==> config.mk <==
export PLATFORM = sky130hd
export DESIGN_NAME = text_pen_layout_hit_test_core
export DESIGN_NICKNAME = d
export VERILOG_FILES = /design/src/design/tpl_pkg.sv /design/src/design/tpl_div.sv /design/src/design/tpl_dp.sv /design/src/design/tpl_ctrl.sv /design/src/design/text_pen_layout_hit_test_core.sv
export SDC_FILE = /design/constraint.sdc
export NUM_CORES = 2
export LEC_CHECK = 0
export BUFFER_PORTS_ARGS = -buffer_cell sky130_fd_sc_hd__buf_4
export CAP_MARGIN = 20
export CORE_MARGIN = 2
export CORE_UTILIZATION = 43
export CTS_CLUSTER_SIZE = 8
export DETAILED_ROUTE_END_ITERATION = 10
export HOLD_SLACK_MARGIN = 0.12
export PLACE_DENSITY_LB_ADDON = 0.12
export SYNTH_ARGS = -nofsm -noshare
export SYNTH_HDL_FRONTEND = slang
export SYNTH_HIERARCHICAL = 1
export SYNTH_SLANG_ARGS = --single-unit
==> constraint.sdc <==
create_clock -name i_clk -period 6.2 [get_ports i_clk]
set_input_delay 0.62 -clock i_clk [delete_from_list [all_inputs] [get_ports i_clk]]
set_output_delay 0.62 -clock i_clk [all_outputs]
set_load 0.005 [all_outputs]
==> src/design/tpl_pkg.sv <==
// Shared types and constants for the text pen layout and hit test block.
// No dependencies; used by every module of the block.
package tpl_pkg;

    localparam int PEN_W       = 16;
    localparam int TAB_W       = 12;
    localparam int LINE_W      = 10;
    localparam int CODE_W      = 7;
    localparam int DIST_W      = 17;
    localparam int ADV_FRAC    = 6;
    localparam int DIV_STEPS   = 16;
    localparam int DIV_CNT_W   = 5;

    localparam logic [1:0] OP_LOAD  = 2'd0;
    localparam logic [1:0] OP_BEGIN = 2'd1;
    localparam logic [1:0] OP_CHAR  = 2'd2;

    localparam logic [CODE_W-1:0] CODE_TAB     = 7'd9;
    localparam logic [CODE_W-1:0] CODE_NEWLINE = 7'd10;

    localparam logic [PEN_W-1:0] PEN_MAX = 16'hFFFF;

    // configuration register indexes
    localparam logic [1:0] CFG_TAB_STOP = 2'd0;
    localparam logic [1:0] CFG_WRAP     = 2'd1;
    localparam logic [1:0] CFG_LINE     = 2'd2;

    // tab stop default is five character widths of eight pixels
    localparam logic [TAB_W-1:0]  TAB_RESET  = 12'd40;
    localparam logic [PEN_W-1:0]  WRAP_RESET = 16'd0;
    localparam logic [LINE_W-1:0] LINE_RESET = 10'd16;

    typedef struct packed {
        logic capture;   // latch item fields, read advance table, start divider
        logic load;      // write advance table entry
        logic start;     // begin: clear layout state, take target
        logic layout;    // apply glyph, tab or newline and count it
        logic hit;       // hit test and widest update
        logic out_load;  // copy state into output register
    } t_cmd;

    typedef struct packed {
        logic count_full;
        logic is_tab;
        logic div_busy;
    } t_stat;

endpackage

==> src/design/tpl_div.sv <==
// Restoring divider, one quotient bit per cycle; only the remainder is kept.
// Depends on tpl_pkg.
module tpl_div (
    input  logic                        i_clk,
    input  logic                        i_rst_n,
    input  logic                        i_start,
    input  logic [tpl_pkg::PEN_W-1:0]   i_dividend,
    input  logic [tpl_pkg::TAB_W-1:0]   i_divisor,
    output logic                        o_busy,
    output logic [tpl_pkg::TAB_W-1:0]   o_rem
);

    logic [tpl_pkg::DIV_CNT_W-1:0] r_cnt;
    logic [tpl_pkg::PEN_W-1:0]     r_dvd;
    logic [tpl_pkg::TAB_W-1:0]     r_rem;
    logic [tpl_pkg::TAB_W:0]       w_shift;
    logic [tpl_pkg::TAB_W:0]       w_diff;

    assign w_shift = {r_rem, r_dvd[tpl_pkg::PEN_W-1]};
    assign w_diff  = w_shift - {1'b0, i_divisor};

    always_ff @(posedge i_clk) begin
        if (!i_rst_n) begin
            r_cnt <= '0;
        end else if (i_start) begin
            r_cnt <= tpl_pkg::DIV_CNT_W'(tpl_pkg::DIV_STEPS);
        end else if (r_cnt != '0) begin
            r_cnt <= r_cnt - 1'b1;
        end
    end

    always_ff @(posedge i_clk) begin
        if (i_start) begin
            r_dvd <= i_dividend;
            r_rem <= '0;
        end else if (r_cnt != '0) begin
            r_dvd <= {r_dvd[tpl_pkg::PEN_W-2:0], 1'b0};
            // remainder stays below the divisor, so the top bit drops cleanly
            if (w_shift >= {1'b0, i_divisor}) begin
                r_rem <= w_diff[tpl_pkg::TAB_W-1:0];
            end else begin
                r_rem <= w_shift[tpl_pkg::TAB_W-1:0];
            end
        end
    end

    assign o_busy = (r_cnt != '0);
    assign o_rem  = r_rem;

endmodule

==> src/design/tpl_dp.sv <==
// Datapath: config registers, advance table, pen state, hit test, output register.
// Depends on tpl_pkg and tpl_div.
module tpl_dp #(
    parameter int GLYPH_COUNT = 128,
    parameter int MAX_CHARS   = 4096,
    parameter int IDX_W       = 13
) (
    input  logic                           i_clk,
    input  logic                           i_rst_n,
    input  tpl_pkg::t_cmd                  i_cmd,
    output tpl_pkg::t_stat                 o_stat,
    input  logic                           i_cfg_we,
    input  logic [1:0]                     i_cfg_index,
    input  logic [tpl_pkg::PEN_W-1:0]      i_cfg_data,
    input  logic [tpl_pkg::CODE_W-1:0]     i_char_code,
    input  logic [tpl_pkg::PEN_W-1:0]      i_advance_value,
    input  logic signed [tpl_pkg::PEN_W-1:0] i_target_x,
    input  logic signed [tpl_pkg::PEN_W-1:0] i_target_y,
    output logic [tpl_pkg::PEN_W-1:0]      o_pen_x,
    output logic [tpl_pkg::PEN_W-1:0]      o_pen_y,
    output logic [tpl_pkg::PEN_W-1:0]      o_widest_x,
    output logic [IDX_W-1:0]               o_nearest_index,
    output logic                           o_hit_found,
    output logic                           o_hit_stopped
);

    localparam int AW = $clog2(GLYPH_COUNT);
    localparam int PW = tpl_pkg::PEN_W;
    localparam int ADV_SHIFT_W = tpl_pkg::ADV_FRAC;

    logic [tpl_pkg::TAB_W-1:0]  r_tab;
    logic [PW-1:0]              r_wrap;
    logic [tpl_pkg::LINE_W-1:0] r_line;

    logic [PW-1:0] r_mem [GLYPH_COUNT];
    logic [PW-1:0] r_adv;
    logic [tpl_pkg::CODE_W-1:0] r_code;

    logic [PW-1:0] r_pen_x, r_pen_y, r_widest;
    logic [IDX_W-1:0] r_count, r_best_idx;
    logic [tpl_pkg::DIST_W-1:0] r_best_dist;
    logic r_best_valid, r_stopped;
    logic signed [PW-1:0] r_tx, r_ty;

    logic [tpl_pkg::TAB_W-1:0] w_tab_eff, w_rem;
    logic w_div_busy;

    logic [PW-ADV_SHIFT_W-1:0] w_adv_px;
    logic [PW:0] w_sum, w_tab_next, w_y_next;
    logic [PW-1:0] w_y_sat;
    logic w_wrap;
    logic [PW-1:0] n_pen_x, n_pen_y;

    logic signed [PW+1:0] w_ty_e, w_py_e, w_pyl_e, w_d;
    logic [tpl_pkg::DIST_W-1:0] w_dist;
    logic w_on_line, w_above;

    // config port
    always_ff @(posedge i_clk) begin
        if (!i_rst_n) begin
            r_tab  <= tpl_pkg::TAB_RESET;
            r_wrap <= tpl_pkg::WRAP_RESET;
            r_line <= tpl_pkg::LINE_RESET;
        end else if (i_cfg_we) begin
            case (i_cfg_index)
                tpl_pkg::CFG_TAB_STOP: r_tab  <= i_cfg_data[tpl_pkg::TAB_W-1:0];
                tpl_pkg::CFG_WRAP:     r_wrap <= i_cfg_data;
                tpl_pkg::CFG_LINE:     r_line <= i_cfg_data[tpl_pkg::LINE_W-1:0];
                default: ;
            endcase
        end
    end

    // advance table, read data registered
    always_ff @(posedge i_clk) begin
        if (i_cmd.load) begin
            r_mem[AW'(i_char_code)] <= i_advance_value;
        end
        if (i_cmd.capture) begin
            r_adv  <= r_mem[AW'(i_char_code)];
            r_code <= i_char_code;
        end
    end

    assign w_tab_eff = (r_tab == '0) ? tpl_pkg::TAB_W'(1) : r_tab;

    tpl_div u_div (
        .i_clk      (i_clk),
        .i_rst_n    (i_rst_n),
        .i_start    (i_cmd.capture),
        .i_dividend (r_pen_x),
        .i_divisor  (w_tab_eff),
        .o_busy     (w_div_busy),
        .o_rem      (w_rem)
    );

    // layout arithmetic
    assign w_adv_px   = r_adv[PW-1:ADV_SHIFT_W];
    assign w_sum      = {1'b0, r_pen_x} + {{(ADV_SHIFT_W+1){1'b0}}, w_adv_px};
    assign w_wrap     = (r_wrap != '0) && (w_sum > {1'b0, r_wrap});
    assign w_y_next   = {1'b0, r_pen_y} + {{(PW-tpl_pkg::LINE_W+1){1'b0}}, r_line};
    assign w_y_sat    = w_y_next[PW] ? tpl_pkg::PEN_MAX : w_y_next[PW-1:0];
    // next stop = x - (x mod w) + w
    assign w_tab_next = {1'b0, r_pen_x} - {{(PW-tpl_pkg::TAB_W+1){1'b0}}, w_rem}
                      + {{(PW-tpl_pkg::TAB_W+1){1'b0}}, w_tab_eff};

    always_comb begin
        n_pen_x = r_pen_x;
        n_pen_y = r_pen_y;
        if (r_code == tpl_pkg::CODE_TAB) begin
            n_pen_x = w_tab_next[PW] ? tpl_pkg::PEN_MAX : w_tab_next[PW-1:0];
        end else if (r_code == tpl_pkg::CODE_NEWLINE) begin
            n_pen_x = '0;
            n_pen_y = w_y_sat;
        end else if (w_wrap) begin
            n_pen_x = {{ADV_SHIFT_W{1'b0}}, w_adv_px};
            n_pen_y = w_y_sat;
        end else begin
            n_pen_x = w_sum[PW] ? tpl_pkg::PEN_MAX : w_sum[PW-1:0];
        end
    end

    // hit test arithmetic
    assign w_ty_e    = {{2{r_ty[PW-1]}}, r_ty};
    assign w_py_e    = {2'b00, r_pen_y};
    assign w_pyl_e   = w_py_e + {{(PW-tpl_pkg::LINE_W+2){1'b0}}, r_line};
    assign w_d       = {{2{r_tx[PW-1]}}, r_tx} - {2'b00, r_pen_x};
    assign w_dist    = w_d[PW+1] ? tpl_pkg::DIST_W'(-w_d) : w_d[tpl_pkg::DIST_W-1:0];
    assign w_on_line = (w_ty_e >= w_py_e) && (w_ty_e < w_pyl_e);
    assign w_above   = (w_ty_e < w_py_e);

    always_ff @(posedge i_clk) begin
        if (!i_rst_n) begin
            r_pen_x      <= '0;
            r_pen_y      <= '0;
            r_widest     <= '0;
            r_count      <= '0;
            r_best_idx   <= '0;
            r_best_dist  <= '0;
            r_best_valid <= 1'b0;
            r_stopped    <= 1'b0;
            r_tx         <= '0;
            r_ty         <= '0;
        end else if (i_cmd.start) begin
            r_pen_x      <= '0;
            r_pen_y      <= '0;
            r_widest     <= '0;
            r_count      <= '0;
            r_best_idx   <= '0;
            r_best_dist  <= '0;
            r_best_valid <= 1'b0;
            r_stopped    <= 1'b0;
            r_tx         <= i_target_x;
            r_ty         <= i_target_y;
        end else if (i_cmd.layout) begin
            r_pen_x <= n_pen_x;
            r_pen_y <= n_pen_y;
            r_count <= r_count + 1'b1;
        end else if (i_cmd.hit) begin
            if (r_pen_x > r_widest) begin
                r_widest <= r_pen_x;
            end
            if (!r_stopped) begin
                if (w_on_line) begin
                    if (!r_best_valid || (w_dist < r_best_dist)) begin
                        r_best_valid <= 1'b1;
                        r_best_dist  <= w_dist;
                        r_best_idx   <= r_count;
                    end
                end else if (w_above) begin
                    r_stopped <= 1'b1;
                end
            end
        end
    end

    // output register
    always_ff @(posedge i_clk) begin
        if (i_cmd.out_load) begin
            o_pen_x         <= r_pen_x;
            o_pen_y         <= r_pen_y;
            o_widest_x      <= r_widest;
            o_nearest_index <= r_best_idx;
            o_hit_found     <= r_best_valid;
            o_hit_stopped   <= r_stopped;
        end
    end

    assign o_stat.count_full = (r_count == IDX_W'(MAX_CHARS));
    assign o_stat.is_tab     = (r_code == tpl_pkg::CODE_TAB);
    assign o_stat.div_busy   = w_div_busy;

endmodule

==> src/design/tpl_ctrl.sv <==
// Controller state machine: input/output handshakes and datapath sequencing.
// Depends on tpl_pkg.
module tpl_ctrl (
    input  logic           i_clk,
    input  logic           i_rst_n,
    input  logic           i_valid,
    input  logic [1:0]     i_operation,
    output logic           o_ready,
    output logic           o_valid,
    input  logic           i_ready,
    input  tpl_pkg::t_stat i_stat,
    output tpl_pkg::t_cmd  o_cmd
);

    localparam logic [2:0] ST_IDLE = 3'd0;
    localparam logic [2:0] ST_DIV  = 3'd1;
    localparam logic [2:0] ST_LAY  = 3'd2;
    localparam logic [2:0] ST_HIT  = 3'd3;
    localparam logic [2:0] ST_FIN  = 3'd4;

    logic [2:0] r_state, n_state;
    logic       r_out_valid, n_out_valid;
    logic       w_accept, w_slot_free;

    assign o_ready     = (r_state == ST_IDLE);
    assign w_accept    = i_valid && o_ready;
    assign w_slot_free = !r_out_valid || i_ready;

    always_comb begin
        n_state = r_state;
        o_cmd   = '0;
        case (r_state)
            ST_IDLE: begin
                if (w_accept) begin
                    o_cmd.capture = 1'b1;
                    o_cmd.load    = (i_operation == tpl_pkg::OP_LOAD);
                    o_cmd.start   = (i_operation == tpl_pkg::OP_BEGIN);
                    if (i_operation == tpl_pkg::OP_BEGIN) begin
                        n_state = ST_HIT;
                    end else if (i_operation == tpl_pkg::OP_CHAR && !i_stat.count_full) begin
                        n_state = ST_DIV;
                    end else begin
                        n_state = ST_FIN;
                    end
                end
            end
            ST_DIV: begin
                // only a tab waits for the remainder
                if (!i_stat.is_tab || !i_stat.div_busy) begin
                    n_state = ST_LAY;
                end
            end
            ST_LAY: begin
                o_cmd.layout = 1'b1;
                n_state      = ST_HIT;
            end
            ST_HIT: begin
                o_cmd.hit = 1'b1;
                n_state   = ST_FIN;
            end
            ST_FIN: begin
                if (w_slot_free) begin
                    o_cmd.out_load = 1'b1;
                    n_state        = ST_IDLE;
                end
            end
            default: n_state = ST_IDLE;
        endcase
    end

    always_comb begin
        n_out_valid = r_out_valid;
        if (r_out_valid && i_ready) begin
            n_out_valid = 1'b0;
        end
        if (o_cmd.out_load) begin
            n_out_valid = 1'b1;
        end
    end

    always_ff @(posedge i_clk) begin
        if (!i_rst_n) begin
            r_state     <= ST_IDLE;
            r_out_valid <= 1'b0;
        end else begin
            r_state     <= n_state;
            r_out_valid <= n_out_valid;
        end
    end

    assign o_valid = r_out_valid;

endmodule

==> src/design/text_pen_layout_hit_test_core.sv <==
// Text pen layout and hit test core: controller plus datapath; uses tpl_pkg, tpl_ctrl, tpl_dp.
// Path from accept to result valid: load, unused op or full count go straight to output load;
// begin runs the hit test; a glyph or newline runs layout, then hit test; a tab first waits
// for the remainder divider. One item in flight: a new item is taken only once idle again;
// a result still waiting in the output register holds the next item before its output load.
// Sync active-low reset clears pen, hit state, handshakes, config; advance table not cleared.
module text_pen_layout_hit_test_core #(
    parameter int GLYPH_COUNT = 128,
    parameter int MAX_CHARS   = 4096
) (
    input  logic                             i_clk,
    input  logic                             i_rst_n,
    input  logic                             i_valid,
    output logic                             o_ready,
    input  logic [1:0]                       i_operation,
    input  logic [tpl_pkg::CODE_W-1:0]       i_char_code,
    input  logic [tpl_pkg::PEN_W-1:0]        i_advance_value,
    input  logic signed [tpl_pkg::PEN_W-1:0] i_target_x,
    input  logic signed [tpl_pkg::PEN_W-1:0] i_target_y,
    output logic                             o_valid,
    input  logic                             i_ready,
    output logic [tpl_pkg::PEN_W-1:0]        o_pen_x,
    output logic [tpl_pkg::PEN_W-1:0]        o_pen_y,
    output logic [tpl_pkg::PEN_W-1:0]        o_widest_x,
    output logic [$clog2(MAX_CHARS+1)-1:0]   o_nearest_index,
    output logic                             o_hit_found,
    output logic                             o_hit_stopped,
    input  logic                             i_cfg_we,
    input  logic [1:0]                       i_cfg_index,
    input  logic [tpl_pkg::PEN_W-1:0]        i_cfg_data
);

    localparam int IDX_W = $clog2(MAX_CHARS+1);

    tpl_pkg::t_cmd  w_cmd;
    tpl_pkg::t_stat w_stat;

    tpl_ctrl u_ctrl (
        .i_clk       (i_clk),
        .i_rst_n     (i_rst_n),
        .i_valid     (i_valid),
        .i_operation (i_operation),
        .o_ready     (o_ready),
        .o_valid     (o_valid),
        .i_ready     (i_ready),
        .i_stat      (w_stat),
        .o_cmd       (w_cmd)
    );

    tpl_dp #(
        .GLYPH_COUNT (GLYPH_COUNT),
        .MAX_CHARS   (MAX_CHARS),
        .IDX_W       (IDX_W)
    ) u_dp (
        .i_clk           (i_clk),
        .i_rst_n         (i_rst_n),
        .i_cmd           (w_cmd),
        .o_stat          (w_stat),
        .i_cfg_we        (i_cfg_we),
        .i_cfg_index     (i_cfg_index),
        .i_cfg_data      (i_cfg_data),
        .i_char_code     (i_char_code),
        .i_advance_value (i_advance_value),
        .i_target_x      (i_target_x),
        .i_target_y      (i_target_y),
        .o_pen_x         (o_pen_x),
        .o_pen_y         (o_pen_y),
        .o_widest_x      (o_widest_x),
        .o_nearest_index (o_nearest_index),
        .o_hit_found     (o_hit_found),
        .o_hit_stopped   (o_hit_stopped)
    );

endmodule

# After elaboration in Yosys (flattened, before gate mapping)
# Memory sizes are Yosys's and may differ from the RTL's. A register that Yosys moved wholly into a read port is not among the register bits.
# Cells that the tools add are included.
# op_classes
addsub,10
multipliers,0
div_mod_pow,0
n_lt_le_gt_ge,7
n_eq_ne,14
shift,0
muxes,34
n_bitwise,4
n_reduce_logical,32
# ops
cell,n
$mux W16,10
$add A16 B10 Y17,3
$mux W12,2
$mux W3,7
$lt A16 B18 Y1,1
$sub A16 B17 Y18,1
$add A17 B12 Y17,1
$ge A16 B17 Y1,1
$gt A17 B16 Y1,1
$lt A16 B17 Y1,1
$lt A17 B17 Y1,1
$mux W17,1
$neg A17 Y17,1
$sub A16 B12 Y17,1
$gt A16 B16 Y1,1
$reduce_bool A16 Y1,1
$pmux W3 S5,1
$eq A7 B4 Y1 const B,2
$add A13 B1 Y13 const B,1
$eq A13 B13 Y1 const B,1
$ge A13 B12 Y1,1
$logic_not A12 Y1,1
$sub A12 B12 Y12,1
$mux W1,11
21 further kinds,48
# totals
ff_bits,270
latch_bits,0
mem_bits_rw,2048
rom_bits,0
inputBits,80
output_inout_bits,65
elab_cells,128
n_memories,1
# mem_list
memory,depth,width,rd,rd_ports_with_merged_regs,wr,line,rtl
u_dp.r_mem,128,16,1,1,1,tpl_dp.sv:35,logic [PW-1:0] r_mem [GLYPH_COUNT];

# Logic depth before layout (Yosys ltp)
# depth
depth_word,7
mapped_depth,23
ltp_nobuf,22

# Hierarchy
# Netlist, hierarchy kept.
# modules_own_cells
mod,n_inst,cells_per_inst,area_per_inst_um2,seq_area_each_um2
tpl_dp,1,4070,61023.5,44102.3
tpl_div,1,213,2108.3,820.8
tpl_ctrl,1,35,275.3,80.1

# Worst setup path after synthesis
# No wires, ideal clock.
# synth_timing
kind,register to register
startpoint,reg u_dp.r_pen_x[1]
endpoint,reg u_dp/r_best_dist[10] (netlist name)
setup_ns,0.128
arrival_ns,4.462
slack_ns,1.610
stages_incl_launch_ff,22
path_buffers,1
synth_period_minus_slack_ns,4.590
cell_sequence,dfxtp_1 -> inv_1 -> ha_1 -> nor2b_1 -> o2111a_1 -> o2111ai_1 -> nand2_1 -> a31oi_1 -> a211o_1 -> o21a_1 -> xor2_1 -> ha_1 -> o21ai_0 -> a211oi_1 -> o311a_1 -> a21oi_1 -> a31o_2 -> a21oi_1 -> a2111oi_2 -> buf_2 -> mux2i_1 -> nor2_1
# synth_via
elab_chain_len,6
# synth_rtl
element,line,rtl
start: declaration,tpl_dp.sv:39,"logic [PW-1:0] r_pen_x, r_pen_y, r_widest;"
start signal: assignment,tpl_dp.sv:156,r_pen_x <= n_pen_x;
$sub A16 B17 Y18 *,tpl_dp.sv:127,"assign w_d = {{2{r_tx[PW-1]}}, r_tx} - {2'b00, r_pen_x};"
$neg A17 Y17,tpl_dp.sv:128,assign w_dist = w_d[PW+1] ? tpl_pkg::DIST_W'(-w_d) : w_d[tpl_pkg::DIST_W-1:0];
$mux W17 *,tpl_dp.sv:128,
"named net u_dp.w_dist, one bit",tpl_dp.sv:55,logic [tpl_pkg::DIST_W-1:0] w_dist;
$lt A17 B17 Y1 *,tpl_dp.sv:165,if (!r_best_valid || (w_dist < r_best_dist)) begin
$logic_or A1 B1 Y1 *,tpl_dp.sv:165,
$reduce_and A5 Y1 (no line) *,--,
end signal: assignment,tpl_dp.sv:167,r_best_dist <= w_dist;
end: declaration,tpl_dp.sv:41,logic [tpl_pkg::DIST_W-1:0] r_best_dist;
# Mark *: on every way through the listed nets, which the timed path passes. The rest lies on a longest branch.
# A chain may end at the register's enable or synchronous reset.

# Worst setup path after layout
# layout_timing
startpoint,reg u_dp.r_pen_x[3]
endpoint,reg u_dp/r_best_dist[14] (netlist name)
# The elaborated chain is that of the path after synthesis.

==> impl_metrics.py <==
metrics = {
    "status": {
        "outcome": "completed",
    },
    "routing": {
        "drtIter0Drc": 3644,
        "wl_per_cell_um": 27.8,
        "vias": 39998,
        "wl_met2_mm": 88.6,
        "top_layer_used": "met5",
        "wl_met3_mm": 12.2,
        "dr.pass1.iters": 5,
        "drt-vias-per-instance": 5.98,
        "drc": 0,
        "drt_wl_total_mm": 186,
        "final_antenna_net_count": 0,
        "wl_met1_mm": 79.7,
    },
    "timing": {
        "fmax_mhz": 173,
        "hold_ws_ns": 0.178,
        "rsz0062_at_grt": "false",
        "finalCriticalPeriod_ns": 5.79,
        "worst_pin_slew_ns": 1.14,
        "post-route-period-util_pct": 93.5,
        "fin_skew_ns": 0.0484,
        "finalSetupViolCount": 0,
        "hold_viol": 0,
        "slew_violations": 0,
        "fin_setup_tns_ns": 0,
        "slew_headroom_pct": 24.3,
    },
    "logic_synthesis": {
        "synth_seq_area_share_pct": 71.0,
        "ys_types": 91,
        "syn_nets": 4567,
        "synth_top_area_share_pct": 65.2,
        "yosys_warnings": 6,
        "synthMuxAreaShare_pct": 1.55,
        "synth-async-reset-ratio_pct": 0,
        "synth-edff-count": 1376,
        "avgSynthCellArea_um2": 14.7,
        "synth-adder-area-share_pct": 3.52,
        "synth_area_leaders": "edfxtp_1 65%, dfxtp_1 5.8%, a22oi_1 4.9%",
        "netlist_instances": 4318,
        "synth-simple-area-share_pct": 6.20,
        "synth_top_family_by_area": "compound AO/OA/AOI/OAI gates",
        "synthesis.area_mm2": 0.0634,
        "synth_top_area_cell": "edfxtp_1",
        "synth-compound-area-share_pct": 13.9,
        "synth-main-ff-cell": "edfxtp_1",
        "synthXorXnorAreaFrac_pct": 1.11,
        "ys_ff_latch": 1560,
    },
    "floorplan": {
        "initial_core_util_pct": 43.4,
        "placementRows": 140,
        "die-area_mm2": 0.151,
        "io_pins": 145,
        "die_h_um": 388,
        "die_w_um": 388,
        "core_mm2": 0.146,
    },
    "setup_path": {
        "crit_start": "u_dp/r_pen_x[3]",
        "regToRegStartpoint": "u_dp/r_pen_x[3]",
        "worstPathArrival_ns": 6.45,
        "r2r_slack_ns": 0.41,
        "worstSetupPathType": "reg2reg",
        "crit-reg2reg-capture": "u_dp/r_best_dist[14]",
        "worstSetupStartpointType": "flip-flop",
        "r2r_cells": 21,
        "crit_fanout": 32,
        "cp-end-kind": "flip-flop",
        "required_ns": 6.86,
    },
    "clocking": {
        "clock_sinks": 1560,
        "clock_latency_ns": 0.84,
        "post-cts-setup-buffers": 0,
        "cts_tree": "built",
        "clock-root-buffer": "clkbuf_16",
        "htree_levels": 4,
        "cts.clk_slew.worst_paths_ns": 0.06,
        "cts_buffers": 214,
        "clk_path_buf_depth": 3,
        "hold_buffers": 51,
        "cts_resized": 0,
    },
    "power_and_ir_drop": {
        "p_clk_share_pct": 40.5,
        "p_sw_share_pct": 26.0,
        "cell_internal_pwr_mw": 19.4,
        "power_switching_mw": 6.82,
        "vdd_ir_drop_max_uv": 266,
        "power_density_mw_per_mm2": 354,
        "seq_power_share_pct": 45.2,
        "p_comb_share_pct": 14.3,
        "p_leak_nw": 24.5,
    },
    "min_path": {
        "hold_path_end": "u_dp/r_code[2]",
        "hold_class": "in2reg",
        "hp-start": "i_char_code[2]",
        "holdPathStages": 1,
    },
    "layout": {
        "finalNonFillerCells": 6684,
        "finish.utilization_pct": 50.7,
        "area_delta_synth_final_pct": 16.9,
        "layout-drive-gt1-share_pct": 13.7,
        "nNetsFinal": 4927,
    },
    "global_route": {
        "grt_pass1_wl_mm": 271,
        "grt_max_degree": 97,
        "grtUsageTotal_pct": 24.3,
        "grt_overflow": 0,
        "grt_pass1_vias": 39189,
        "antenna_found_initial": 8,
    },
    "placement": {
        "routabilityCongestion": 0.836,
        "dp.cells": 6321,
        "io_buffers": 138,
        "dp_hpwl_mm": 113,
    },
    "flow_run": {
        "drv_cap": 0,
    },
}
## sequential cells by signal, summed over array words and instances (netlist names), 16 cells and up
| register | count |
|---|---|
| u_dp/r_widest | 16 |
| u_dp/r_best_dist | 17 |
| u_dp/r_pen_x | 16 |
| u_dp/r_pen_y | 16 |
| u_dp/u_div/r_dvd | 16 |
| u_dp/o_pen_x | 16 |
| u_dp/r_ty | 16 |
| u_dp/r_tx | 16 |
| u_dp/o_widest_x | 16 |
| u_dp/o_pen_y | 16 |
| u_dp/r_wrap | 16 |
| u_dp/r_mem | 1280 |
## metal layers
layer | vias up | global-route usage, %
met1 | 20432 | 33.4
met4 | 6 | 7.55
li1 | 17791 | -
met5 | - | 0
met3 | 296 | 4.14
met2 | 1473 | 39.5
## cells by family (layout without fill, tap and decap cells)
group	count (synthesis)	count (layout)
flops	1560	1560
compound gates	1183	1183
simple gates	798	798
buf+inv	433	879
fa+ha+maj	169	169
mux	95	95
xor+xnor	80	80
other cells	0	3
## stage by stage
step                      worst slack [ns]  power [mW]  area [um2]
after floorplan                       1.61        14.5       63400
after global placement               0.551        15.7       67500
after detailed placement             0.514        15.7       67600
after CTS                            0.464        26.4       74100
after global routing                 0.122        27.3       74100
final                                0.405        26.2       74100
## cells in the mapped netlist (18+ instances only)
cell,number
buf_2,31
a22o_1,119
nand3_1,64
nand2_1,143
dfxtp_1,184
nor3_1,47
a21boi_0,27
inv_1,171
o21a_1,25
a22oi_1,417
mux2i_1,79
nor2b_1,65
edfxtp_1,1376
nand4_1,85
a211oi_1,20
o211ai_1,23
clkbuf_1,193
a31oi_1,98
xnor2_1,49
a221oi_1,118
xor2_1,31
o31ai_1,25
o21ai_0,73
buf_1,31
ha_1,153
nor4_1,24
nor2_1,267
nand2b_1,18
a21o_1,31
a21oi_1,104
## worst max-delay path, stage by stage (launching register included)
cell and delay, ns:
dfxtp_1 0.49, inv_1 0.23, ha_1 0.44, a21oi_1 0.24
o211ai_1 0.14, o2111ai_1 0.33, nand2_1 0.18, a31oi_1 0.29
a211o_1 0.37, o21a_1 0.19, xor2_1 0.23, ha_1 0.27
o21ai_0 0.16, a211oi_1 0.11, o311a_1 0.13, a21oi_1 0.12
a31o_2 0.16, a21oi_1 0.20, a2111oi_4 0.49, buf_4 0.53
mux2i_1 0.26, nor2_1 0.05
## worst max path at each step
stage	to	cells past startpoint
finish	u_dp/r_best_dist[14]	21
global route	u_dp/r_best_dist[11]	21
CTS	u_dp/r_best_dist[11]	21
detailed placement	u_dp/r_best_dist[12]	21
global placement	u_dp/r_best_dist[11]	22
floorplan	u_dp/r_best_dist[10]	21
## layout by cell type, fill, tap and decap left out, drive strengths merged, types with 85 or more instances in the layout
cell,n
nor2,268
nand4,85
a22oi,417
buf,355
a22o,119
nand2,144
inv,173
ha,153
clkbuf,290
dfxtp,184
a31oi,98
edfxtp,1376
a221oi,119
a21oi,107
## cell type report
cell class,count,area [um2]
fillers,12470,72000
diodes,3,7.51
inverters,171,642
clock buffers,290,5720
multi-input cells,2325,16800
repair buffers,406,3280
well taps,1917,2400
clock inverters,12,274
flip-flops and latches,1560,45000
## power by group through the flow
stage                     Combinational, mW  Clock (mW)  Sequential (mW)
final                                  3.75        10.6             11.9
after global routing                   4.13        11.3             11.9
after CTS                              3.75        10.8             11.9
after detailed placement               3.68           0             12.1
after global placement                 3.64           0             12.1
after floorplan                        2.53           0             12.0
Power figures use the tool's default switching activity.
